`src/rtl/msus_pkg.sv`:
```
// ----------------------------------------------------------------------------
// msus_pkg
// Shared types and constants for the mark-smallest-unmarked-sum block.
// ----------------------------------------------------------------------------
package msus_pkg;

  localparam logic KIND_LOAD  = 1'b0;
  localparam logic KIND_QUERY = 1'b1;

  localparam int unsigned SUM_W = 30;
  localparam logic [SUM_W-1:0] SUM_MAX = 30'h3FFF_FFFF;

  typedef struct packed {
    logic        kind;
    logic        start_set;
    logic [19:0] value;
    logic [9:0]  entry_index;
    logic [10:0] mark_count;
  } in_word_t;

  typedef struct packed {
    logic [29:0] remaining_sum;
    logic        bad_index;
  } out_word_t;

  typedef enum logic [3:0] {
    ST_IDLE,
    ST_SORT_I,
    ST_SORT_CUR,
    ST_SORT_J,
    ST_SORT_OJ,
    ST_SORT_VJ,
    ST_Q_IDX,
    ST_Q_IDXW,
    ST_Q_SCAN,
    ST_Q_ORD,
    ST_Q_CHK,
    ST_DONE
  } state_t;

  typedef enum logic [4:0] {
    OP_NONE,
    OP_LOAD,
    OP_QSTART,
    OP_SORT_RDI,
    OP_SORT_CUR,
    OP_SORT_RDJ,
    OP_SORT_OJ,
    OP_SORT_SHIFT,
    OP_SORT_PLACE,
    OP_SORT_FIN,
    OP_IDX_RD,
    OP_IDX_BAD,
    OP_IDX_WR,
    OP_SCAN_RD,
    OP_ORD,
    OP_CHK,
    OP_OUT
  } op_t;

  typedef struct packed {
    op_t op;
  } cmd_t;

  typedef struct packed {
    logic order_ready;
    logic i_end;
    logic j_zero;
    logic gt;
    logic idx_ok;
    logic scan_end;
    logic out_full;
  } stat_t;

endpackage

```
`src/rtl/msus_ctrl.sv`:
```
// ----------------------------------------------------------------------------
// msus_ctrl
// Sequencer: load/query dispatch, order rebuild, index mark and scan.
// ----------------------------------------------------------------------------
module msus_ctrl (
  input  logic           clk,
  input  logic           rst_n,
  input  logic           in_valid,
  input  logic           in_kind,
  input  logic           out_ready,
  input  msus_pkg::stat_t st,
  output logic           in_ready,
  output msus_pkg::cmd_t cmd
);
  import msus_pkg::*;

  state_t state_r, state_nxt;

  always_ff @(posedge clk) begin
    if (!rst_n) begin
      state_r <= ST_IDLE;
    end else begin
      state_r <= state_nxt;
    end
  end

  always_comb begin
    state_nxt = state_r;
    case (state_r)
      ST_IDLE: begin
        if (in_valid && in_kind == KIND_QUERY) begin
          state_nxt = st.order_ready ? ST_Q_IDX : ST_SORT_I;
        end
      end
      ST_SORT_I:   state_nxt = st.i_end ? ST_Q_IDX : ST_SORT_CUR;
      ST_SORT_CUR: state_nxt = ST_SORT_J;
      ST_SORT_J:   state_nxt = st.j_zero ? ST_SORT_I : ST_SORT_OJ;
      ST_SORT_OJ:  state_nxt = ST_SORT_VJ;
      ST_SORT_VJ:  state_nxt = st.gt ? ST_SORT_J : ST_SORT_I;
      ST_Q_IDX:    state_nxt = st.idx_ok ? ST_Q_IDXW : ST_Q_SCAN;
      ST_Q_IDXW:   state_nxt = ST_Q_SCAN;
      ST_Q_SCAN:   state_nxt = st.scan_end ? ST_DONE : ST_Q_ORD;
      ST_Q_ORD:    state_nxt = ST_Q_CHK;
      ST_Q_CHK:    state_nxt = ST_Q_SCAN;
      ST_DONE: begin
        if (!st.out_full || out_ready) begin
          state_nxt = ST_IDLE;
        end
      end
      default:     state_nxt = ST_IDLE;
    endcase
  end

  always_comb begin
    in_ready = (state_r == ST_IDLE);
    cmd.op   = OP_NONE;
    case (state_r)
      ST_IDLE: begin
        if (in_valid) begin
          cmd.op = (in_kind == KIND_QUERY) ? OP_QSTART : OP_LOAD;
        end
      end
      ST_SORT_I:   cmd.op = st.i_end ? OP_SORT_FIN : OP_SORT_RDI;
      ST_SORT_CUR: cmd.op = OP_SORT_CUR;
      ST_SORT_J:   cmd.op = st.j_zero ? OP_SORT_PLACE : OP_SORT_RDJ;
      ST_SORT_OJ:  cmd.op = OP_SORT_OJ;
      ST_SORT_VJ:  cmd.op = st.gt ? OP_SORT_SHIFT : OP_SORT_PLACE;
      ST_Q_IDX:    cmd.op = st.idx_ok ? OP_IDX_RD : OP_IDX_BAD;
      ST_Q_IDXW:   cmd.op = OP_IDX_WR;
      ST_Q_SCAN:   cmd.op = st.scan_end ? OP_NONE : OP_SCAN_RD;
      ST_Q_ORD:    cmd.op = OP_ORD;
      ST_Q_CHK:    cmd.op = OP_CHK;
      ST_DONE: begin
        if (!st.out_full || out_ready) begin
          cmd.op = OP_OUT;
        end
      end
      default:     cmd.op = OP_NONE;
    endcase
  end

endmodule

```
`config.mk`:
```
export PLATFORM = sky130hd
export DESIGN_NAME = msus_ctrl
export DESIGN_NICKNAME = d
export VERILOG_FILES = /design/src/rtl/msus_pkg.sv /design/src/rtl/msus_ctrl.sv
export SDC_FILE = /design/constraint.sdc
export NUM_CORES = 1
export LEC_CHECK = 0
export BUFFER_PORTS_ARGS = -buffer_cell sky130_fd_sc_hd__buf_2
export CAP_MARGIN = 20
export CORE_AREA = 2 2 39 41
export CTS_BUF_LIST = sky130_fd_sc_hd__clkbuf_8
export DETAILED_ROUTE_END_ITERATION = 7
export DIE_AREA = 0 0 41 43
export PLACE_DENSITY = 0.69
export SLEW_MARGIN = 20
export SYNTH_ARGS = -nofsm -noshare
export SYNTH_HDL_FRONTEND = slang
export SYNTH_SLANG_ARGS = --single-unit
```
`constraint.sdc`:
```
create_clock -name clk -period 1.2 [get_ports clk]
set_clock_uncertainty 0.15 [all_clocks]
set_input_delay 0.06 -clock clk [delete_from_list [all_inputs] [get_ports clk]]
set_output_delay 0.06 -clock clk [all_outputs]
set_load 0.02 [all_outputs]
```
==> results.yml, run 1 <==
die:
  ios: 18
  dieWidth_microns: 41
  die_h_microns: 43
  core_sq_mm: 0.00138
  die_area_sq_mm: 0.00176
  start_util_pct: 40.5
  placementRows: 14
power_and_ir_drop:
  powerDensity_mw_per_mm2: 1990
  net-switching-power_mw: 0.928
  ir_drop_mv: 1.45
  p_int_mw: 1.25
  leakagePower_nw: 0.485
  power_mw: 2.18
  swShare_pct: 42.6
  clockPowerShare_pct: 13.7
  p_comb_share_pct: 73.7
  p_seq_share_pct: 12.6
cells_and_area:
  syn_to_final_growth_pct: 95.1
  largest_reg_flops: 4
  top_regs: "state_r x4"
  drive_gt1_share_pct: 58.7
  diodes: 0
  nFillCells: 94
  regMostFlops: "state_r"
  nets: 140
  fin_area_sq_mm: 0.00109
synthesis:
  ys_types: 35
  syn_area_per_cell_sq_um: 6.75
  synth_seq_area_share_pct: 14.3
  synth_nets: 95
  ys_seq_elements: 4
  synth.largest_area_cell: "dfxtp_1"
  syn_area_sq_um: 561
  synth_top_cell_area_share_pct: 14.3
  syn_inst: 83
  ys_warn_count: 0
  synth.area.top_cells: "dfxtp_1 14%, a21oi_1 8.9%, nand2b_1 5.6%"
global_route:
  grtUsageMet2_pct: 54.7
  grt_max_degree: 9
  grt_first_pass_wirelength_microns: 3730
  grt_usage_pct: 31.7
  grt-busiest-layer: "met2"
  gr-usage-met3_pct: 4.19
  grt_pass1_vias: 824
  grt-ovfl-total: 0
  antenna_found_initial: 0
  met1_usage_pct: 34.8
setup_path:
  worstPathMaxFanout: 6
  worstSetupPathType: "reg2out"
  crit_arrival_ps: 1420
  r2r-end: "state_r[1]"
  end_kind: "primary output"
  rr_worst_depth: 6
  crit_required_ps: 990
  reg2reg_slack_ps: -300
  startpoint_type: "flip-flop"
  r2r-start: "state_r[0]"
clock_tree:
  cts_root_buffer: "clkbuf_8"
  cts_buffers: 3
  htree_num_levels: 1
  cts_tree: "built"
  clkSinkCount: 4
  clk_pin_slew_ps: 30
  cts_max_path_buffers: 2
  clk_latency_ps: 220
outcome:
  status: "finished, violations left"
  violations: "negative setup slack"
sta:
  clock.fmax_mhz: 615
  hold_viol: 0
  tightest_slew_ps: 364
  finalCriticalPeriod_ps: 1630
  slew_viol_final: 0
  setup_viol: 10
  period_share_pct: 136
  timing.final.ws_setup_ps: -427
  slew_headroom_pct: 75.7
  tns_ps: -2950
  grt_setup_unrepaired: "true"
run:
  cap_violations: 0
worst_hold_path:
  hold_depth: 4
  hold_class: "in2reg"
  hold_start: "out_ready"
  holdPathEnd: "state_r[0]"
placed_design:
  io_buffers: 17
  gp_congestion: 0.938
  dp_hpwl_microns: 1590
  place_ws_ps: -293
  post_dp_cell_area_sq_um: 830
routing:
  ant_nets: 0
  wl_per_cell_microns: 17.1
  vias_per_cell: 6.00
  dr.first_iter.drc_count: 23
  wirelength_microns: 2430
  vias: 852
  firstDrtPassIters: 4
  drc: 0
## worst max-delay path, cell delays in order (launching register included)
cell and delay (ps):
dfxtp_4 380, nor2b_1 80, o32a_1 290, o22ai_2 160, a31o_1 150, buf_6 120
## area by class of cell
class | count | area (sq um) | area share, %
Sequential cell | 4 | 95.1 | 8.70
Inverter | 6 | 22.5 | 2.06
Multi-Input combinational cell | 66 | 533 | 48.7
Timing Repair Buffer | 47 | 382 | 34.9
Clock buffer | 3 | 41.3 | 3.78
Tap cell | 16 | 20.0 | 1.83
## stage by stage
stage	std cells	hold WS (ps)	util, %
final	142	62.6	79.0
after global routing	142	129	79.0
after CTS	141	36.6	73.1
after detailed placement	132	209	59.9
after global placement	132	193	59.9
after floorplan	83	52.1	-
## Yosys cell counts
master,n
o211a_1,1
o22ai_1,2
buf_4,2
a22oi_1,2
inv_1,4
o21bai_1,1
nor3_1,2
dfxtp_1,4
nand3_1,2
nand2b_1,5
a211oi_1,1
a31oi_1,1
a31o_1,1
o31ai_1,1
a21oi_1,10
nand3b_1,1
inv_2,2
nor2_1,4
nor4bb_1,1
o21ai_1,1
nor4_4,1
a221oi_1,1
nand4b_1,1
o21ai_0,6
o2bb2ai_1,1
nor2b_1,5
or2_2,1
nand2_1,7
o211ai_1,1
buf_2,5
nor4b_1,1
a22o_1,2
a32oi_1,1
o32a_1,1
mux2i_1,1
## logic make-up (layout without fill, tap and decap cells)
group,after synthesis,after routing,share of synthesized area (%)
multiplexers,1,1,1.79
AO/OA/AOI/OAI,34,34,39.5
buffers and inverters,13,56,11.2
AND/OR/NAND/NOR,31,31,33.3
flip-flops,4,4,14.3
## cells in the final DEF, fill, tap and decap left out, types with 2 or more instances in the layout
master	Yosys	final
a21oi_1	10	9
a22o_1	2	2
a22oi_1	2	2
buf_2	5	11
buf_4	2	24
buf_6	0	9
clkbuf_8	0	3
dfxtp_4	0	4
inv_1	4	3
inv_2	2	3
nand2_1	7	5
nand2_4	0	2
nand2b_1	5	4
nand3_1	2	2
nor2_1	4	2
nor2b_1	5	4
o21ai_0	6	3
o21ai_1	1	3
o22ai_2	0	2
## power by group through the flow
stage	clock network (mW)	logic, mW	registers (mW)
2_1_floorplan	0	0.813	0.181
3_3_place_gp	0	1.12	0.233
3_5_place_dp	0	1.14	0.234
4_1_cts	0.302	1.40	0.254
5_1_grt	0.301	1.69	0.273
6_report	0.298	1.61	0.275
## how the worst max path moves through the flow
stage / from / end / slack [ps] / cells after the start
4_1_cts: state_r[3] / cmd[0] / -410 / 5
3_5_place_dp: state_r[2] / cmd[0] / -290 / 5
5_1_grt: state_r[1] / cmd[0] / -450 / 5
3_3_place_gp: state_r[1] / cmd[0] / -240 / 5
6_report: state_r[1] / cmd[0] / -430 / 5
2_1_floorplan: state_r[2] / state_r[1] / -220 / 5
## layer usage
metal	share of wire [%]	routed length (microns)
met1	40	984
met4	3.7	91
met3	3.1	75
met2	53	1280
met5	0	0
## repair_timing
item / in CTS / in global routing
hold buffers: 1 / 0
buffers inserted: 5 / 1
pin swaps: 10 / 3
endpoints found under the setup margin: 10 / 10
resized for setup: 29 / 15
hold endpoints to repair: 4 / 0
Power figures use the tool's default switching activity.
==> run 2: changes to the inputs <==
--- a/config.mk
+++ b/config.mk
@@ -10,4 +10,5 @@
 export CORE_AREA = 2 2 39 41
 export CTS_BUF_LIST = sky130_fd_sc_hd__clkbuf_8
+export CTS_CLUSTER_SIZE = 12
 export DETAILED_ROUTE_END_ITERATION = 7
 export DIE_AREA = 0 0 41 43
==> constraint.sdc (replaced) <==
create_clock -name clk -period 1.2 [get_ports clk]
set_clock_uncertainty 0.15 [all_clocks]
set_input_delay 0 -clock clk [delete_from_list [all_inputs] [get_ports clk]]
set_output_delay 0 -clock clk [all_outputs]
set_load 0.02 [all_outputs]
==> results.yml, run 2 (synthesis gave the netlist of run 1 again) <==
sta:
  tns_ps: -2360
  slew_headroom_pct: 82.8
  hold-worst-slack_ps: 48.1
  timing.final.ws_setup_ps: -340
  slew_viol_final: 0
  clock.fmax_mhz: 649
  period_share_pct: 128
  tightest_slew_ps: 256
  setup_viol: 9
  finalCriticalPeriod_ps: 1540
  hold_viol: 0
  grt_setup_unrepaired: "true"
cells_and_area:
  drive_gt1_share_pct: 64.3
  regMostFlops: "state_r"
  nFillCells: 84
  diodes: 0
  nets: 143
  syn_to_final_growth_pct: 104
  largest_reg_flops: 4
  utilization_pct: 82.7
  mostFrequentLayoutCell: "buf_4"
  fin_area_sq_mm: 0.00114
  top_regs: "state_r x4"
  layout_common_cells: "28 x buf_4, 11 x buf_2, 8 x buf_6, 6 x nand2_1, 6 x a21oi_2"
die:
  dieWidth_microns: 41
  core_sq_mm: 0.00138
  die_area_sq_mm: 0.00176
  ios: 18
  die_h_microns: 43
  start_util_pct: 40.5
  placementRows: 14
clock_tree:
  clk_pin_slew_ps: 30
  clkSinkCount: 4
  cts_tree: "built"
  cts_max_path_buffers: 2
  clk_latency_ps: 210
  cts_buffers: 3
  htree_num_levels: 1
  cts_root_buffer: "clkbuf_8"
setup_path:
  crit_path_cell_trace: "nor2b_4, o32a_1, o22ai_1, a31o_1, buf_6"
  end_kind: "primary output"
  crit_arrival_ps: 1390
  slowest_delay_ps: 390
  critPathSlowestCell: "dfxtp_4"
  startpoint_type: "flip-flop"
  crit_required_ps: 1050
  worstPathMaxFanout: 7
  worstSetupPathType: "reg2out"
routing:
  dr.first_iter.drc_count: 32
  drc: 0
  vias: 858
  firstDrtPassIters: 4
  vias_per_cell: 5.92
  ant_nets: 0
  wirelength_microns: 2470
  wl_per_cell_microns: 17.0
global_route:
  grt-ovfl-total: 0
  gr-usage-met3_pct: 2.62
  antenna_found_initial: 0
  grt_first_pass_wirelength_microns: 3450
  grtUsageMet2_pct: 49.7
  grt_usage_pct: 27.9
  grt_max_degree: 10
  met1_usage_pct: 32.1
  grt-busiest-layer: "met2"
  grt_pass1_vias: 795
placed_design:
  io_buffers: 17
  post_dp_cell_area_sq_um: 837
  dp_hpwl_microns: 1460
  gp_congestion: 0.911
  place_ws_ps: -278
power_and_ir_drop:
  clockPowerShare_pct: 12.3
  powerDensity_mw_per_mm2: 1950
  p_comb_share_pct: 75.0
  swShare_pct: 42.3
  leakagePower_nw: 0.499
  ir_drop_mv: 1.28
  p_seq_share_pct: 12.7
  p_int_mw: 1.28
  net-switching-power_mw: 0.944
worst_hold_path:
  hold_class: "in2reg"
outcome:
  status: "finished, violations left"
  violations: "negative setup slack"
run:
  cap_violations: 0
[run 2: changes by cell type in the layout (fill, tap and decap cells not counted), moves of 2 or more]
cell     delta
a21oi_2     +5
inv_2       -2
nor2b_4     +2
buf_4       +4
a21oi_1     -5
inv_4       +2
[run 2: critical path, delay by kind of cell, from the launching register on]
kind | cells | cell delay, ps
flip-flops | 1 | 390
buffers and inverters | 1 | 120
AND/OR/NAND/NOR | 1 | 70
AO/OA/AOI/OAI | 3 | 590
[run 2: timing repair]
action / 4_1_cts / 5_1_grt
hold buffers: 2 / 0
setup buffers: 5 / 2
cloned: 0 / 0
endpoints found under the setup margin: 10 / 10
pin swaps: 10 / 9
endpoints found under the hold margin: 4 / 0
gates resized for setup: 41 / 14
[run 2: path summary, 6_finish.rpt]
| check | startpoint | end | slack [ps] | cells after the start |
|---|---|---|---|---|
| min reg2reg | state_r[3] | state_r[2] | 550 | 3 |
| max | state_r[1] | cmd[0] | -340 | 5 |
| max reg2reg | state_r[2] | state_r[1] | -290 | 5 |
| min | out_ready | state_r[3] | 50 | 4 |
[run 2: through the flow]
step           cells  power [mW]
3_5_place_dp     133        1.39
3_3_place_gp     133        1.36
2_1_floorplan     83       0.995
4_1_cts          143        2.02
5_1_grt          145        2.33
6_report         145        2.23
[run 2: layer usage]
| metal | vias up | share of wire, % |
|---|---|---|
| li1 | 405 | - |
| met1 | 412 | 39 |
| met2 | 37 | 54 |
| met3 | 4 | 5.9 |
| met4 | 0 | 0.93 |
| met5 | - | 0 |
[run 2: area by class of cell]
type	count	area, sq um	area share, %
multi-input cells	66	571	49.8
flip-flops and latches	4	95.1	8.31
repair buffers	50	390	34.1
well taps	16	20.0	1.75
inverters	6	27.5	2.40
clock buffers	3	41.3	3.61
[run 2: power groups by stage]
| stage | combinational [mW] | clock [mW] | sequential [mW] |
|---|---|---|---|
| 2_1_floorplan | 0.814 | 0 | 0.181 |
| 3_3_place_gp | 1.13 | 0 | 0.237 |
| 3_5_place_dp | 1.15 | 0 | 0.241 |
| 4_1_cts | 1.47 | 0.279 | 0.269 |
| 5_1_grt | 1.75 | 0.285 | 0.286 |
| 6_report | 1.67 | 0.274 | 0.284 |
==> run 3: changes to the inputs <==
- PLACE_DENSITY: 0.69 -> 0.66
- clock period: 1.2 -> 1.94 ns (I/O delays scaled with it)
==> results.yml, run 3 (synthesis gave the netlist of run 1 again) <==
setup_path:
  cp.buffers_inverters: 1
  reg2reg_slack_ps: 320
  r2r-start: "state_r[1]"
  startpoint_type: "flip-flop"
  worstPathMaxFanout: 8
  cp-endpoint: "cmd[0]"
  crit_path_cell_trace: "nor2b_1, o32a_1, o22ai_1, a31o_1, buf_2"
  rr_worst_depth: 4
  critPathSlowestCell: "dfxtp_1"
  crit_arrival_ps: 1630
  r2r-end: "state_r[2]"
  critPathTopFamily: "compound AO/OA/AOI/OAI gates"
  worstSetupPathType: "reg2out"
  worstSetupStartpoint: "state_r[1]"
  path_depth: 5
  end_kind: "primary output"
  crit_required_ps: 1790
  slowest_delay_ps: 540
placed_design:
  gp_congestion: 0.888
  io_buffers: 17
  post_dp_cell_area_sq_um: 656
  place_ws_ps: 349
  dpl.cell_count: 113
  dp_hpwl_microns: 1190
cells_and_area:
  nFillCells: 144
  nets: 116
  utilization_pct: 52.0
  fin_area_sq_um: 719
  diodes: 0
  layout_common_cells: "17 x buf_2, 10 x a21oi_1, 7 x nand2_1, 6 x o21ai_0"
  regMostFlops: "state_r"
  final_cell_count_no_fill: 118
  syn_to_final_growth_pct: 28.3
  largest_reg_flops: 4
  drive_gt1_share_pct: 29.4
  mostFrequentLayoutCell: "buf_2"
  top_regs: "state_r x4"
sta:
  hold_viol: 1
  finalCriticalPeriod_ps: 1780
  timing.final.ws_setup_ps: 161
  slew_viol_final: 0
  grt_setup_unrepaired: "false"
  setup_viol: 0
  tns_ps: 0
  tightest_slew_ps: 386
  period_share_pct: 91.7
  slew_headroom_pct: 74.2
  clock.fmax_mhz: 562
  hold-worst-slack_ps: -1.87
routing:
  firstDrtPassIters: 4
  wl_per_cell_microns: 13.5
  dr.first_iter.drc_count: 32
  drc: 0
  vias: 718
  ant_nets: 0
  vias_per_cell: 6.08
  wirelength_microns: 1590
global_route:
  antenna_found_initial: 0
  gr-usage-met3_pct: 4.71
  grt_first_pass_wirelength_microns: 2520
  met1_usage_pct: 27.9
  grt_usage_pct: 20.4
  grt_pass1_vias: 616
  grt_max_degree: 14
  grt-ovfl-total: 0
  grtUsageMet2_pct: 30.0
  grt-busiest-layer: "met2"
clock_tree:
  cts_buffers: 3
  clk_pin_slew_ps: 30
  cts_root_buffer: "clkbuf_8"
  htree_num_levels: 1
  cts_max_path_buffers: 2
  cts_tree: "built"
  clk_latency_ps: 210
  clkSinkCount: 4
worst_hold_path:
  hold_class: "in2reg"
power_and_ir_drop:
  ir_drop_mv: 0.587
  leakagePower_nw: 0.312
  powerDensity_mw_per_mm2: 1230
  power_mw: 0.883
die:
  ios: 18
  placementRows: 14
  die_area_sq_mm: 0.00176
  start_util_pct: 40.5
  die_h_microns: 43
  core_sq_mm: 0.00138
  dieWidth_microns: 41
outcome:
  violations: "negative hold slack"
  status: "finished, violations left"
run:
  cap_violations: 0
[run 3: routing by layer]
| layer | vias to the layer above | wire length [microns] |
|---|---|---|
| li1 | 345 | - |
| met1 | 330 | 663 |
| met2 | 41 | 758 |
| met3 | 2 | 145 |
| met4 | 0 | 25 |
| met5 | - | 0 |
[run 3: cell type report]
class                      count  area, sq um  share of cell area (%)
clock buffer                   3         41.3                    5.74
multi-input combinational     66          418                    58.1
tap                           16         20.0                    2.78
timing repair buffer          23          135                    18.8
inverter                       6         22.5                    3.13
sequential                     4         82.6                    11.5
[run 3: what timing repair did]
item | CTS | global route
endpoints found under the setup margin | 0 | 2
setup buffers | 0 | 0
endpoints found under the hold margin | 4 | 0
gates resized for setup | 0 | 2
hold buffers | 2 | 0
[run 3: worst min path at each step]
stage	endpoint	slack (ps)	cells after the start	start
final	state_r[3]	-2	4	st[2]
after global routing	state_r[3]	10	4	st[2]
after global placement	state_r[3]	130	3	rst_n
after detailed placement	state_r[3]	140	3	rst_n
after CTS	state_r[3]	0.3	4	st[2]
after floorplan	state_r[3]	-20	2	rst_n
[run 3: power breakdown]
group	internal (mW)	switching, mW	leakage, nW	total (mW)
registers	0.106	0.0641	0.0336	0.170
clock network	0.132	0.0391	0.0216	0.171
logic	0.238	0.304	0.257	0.542
[run 3: worst min-delay path: stages]
cell and delay, ps:
buf_2 110, nand2b_1 60, nand3_1 90, a21oi_1 60
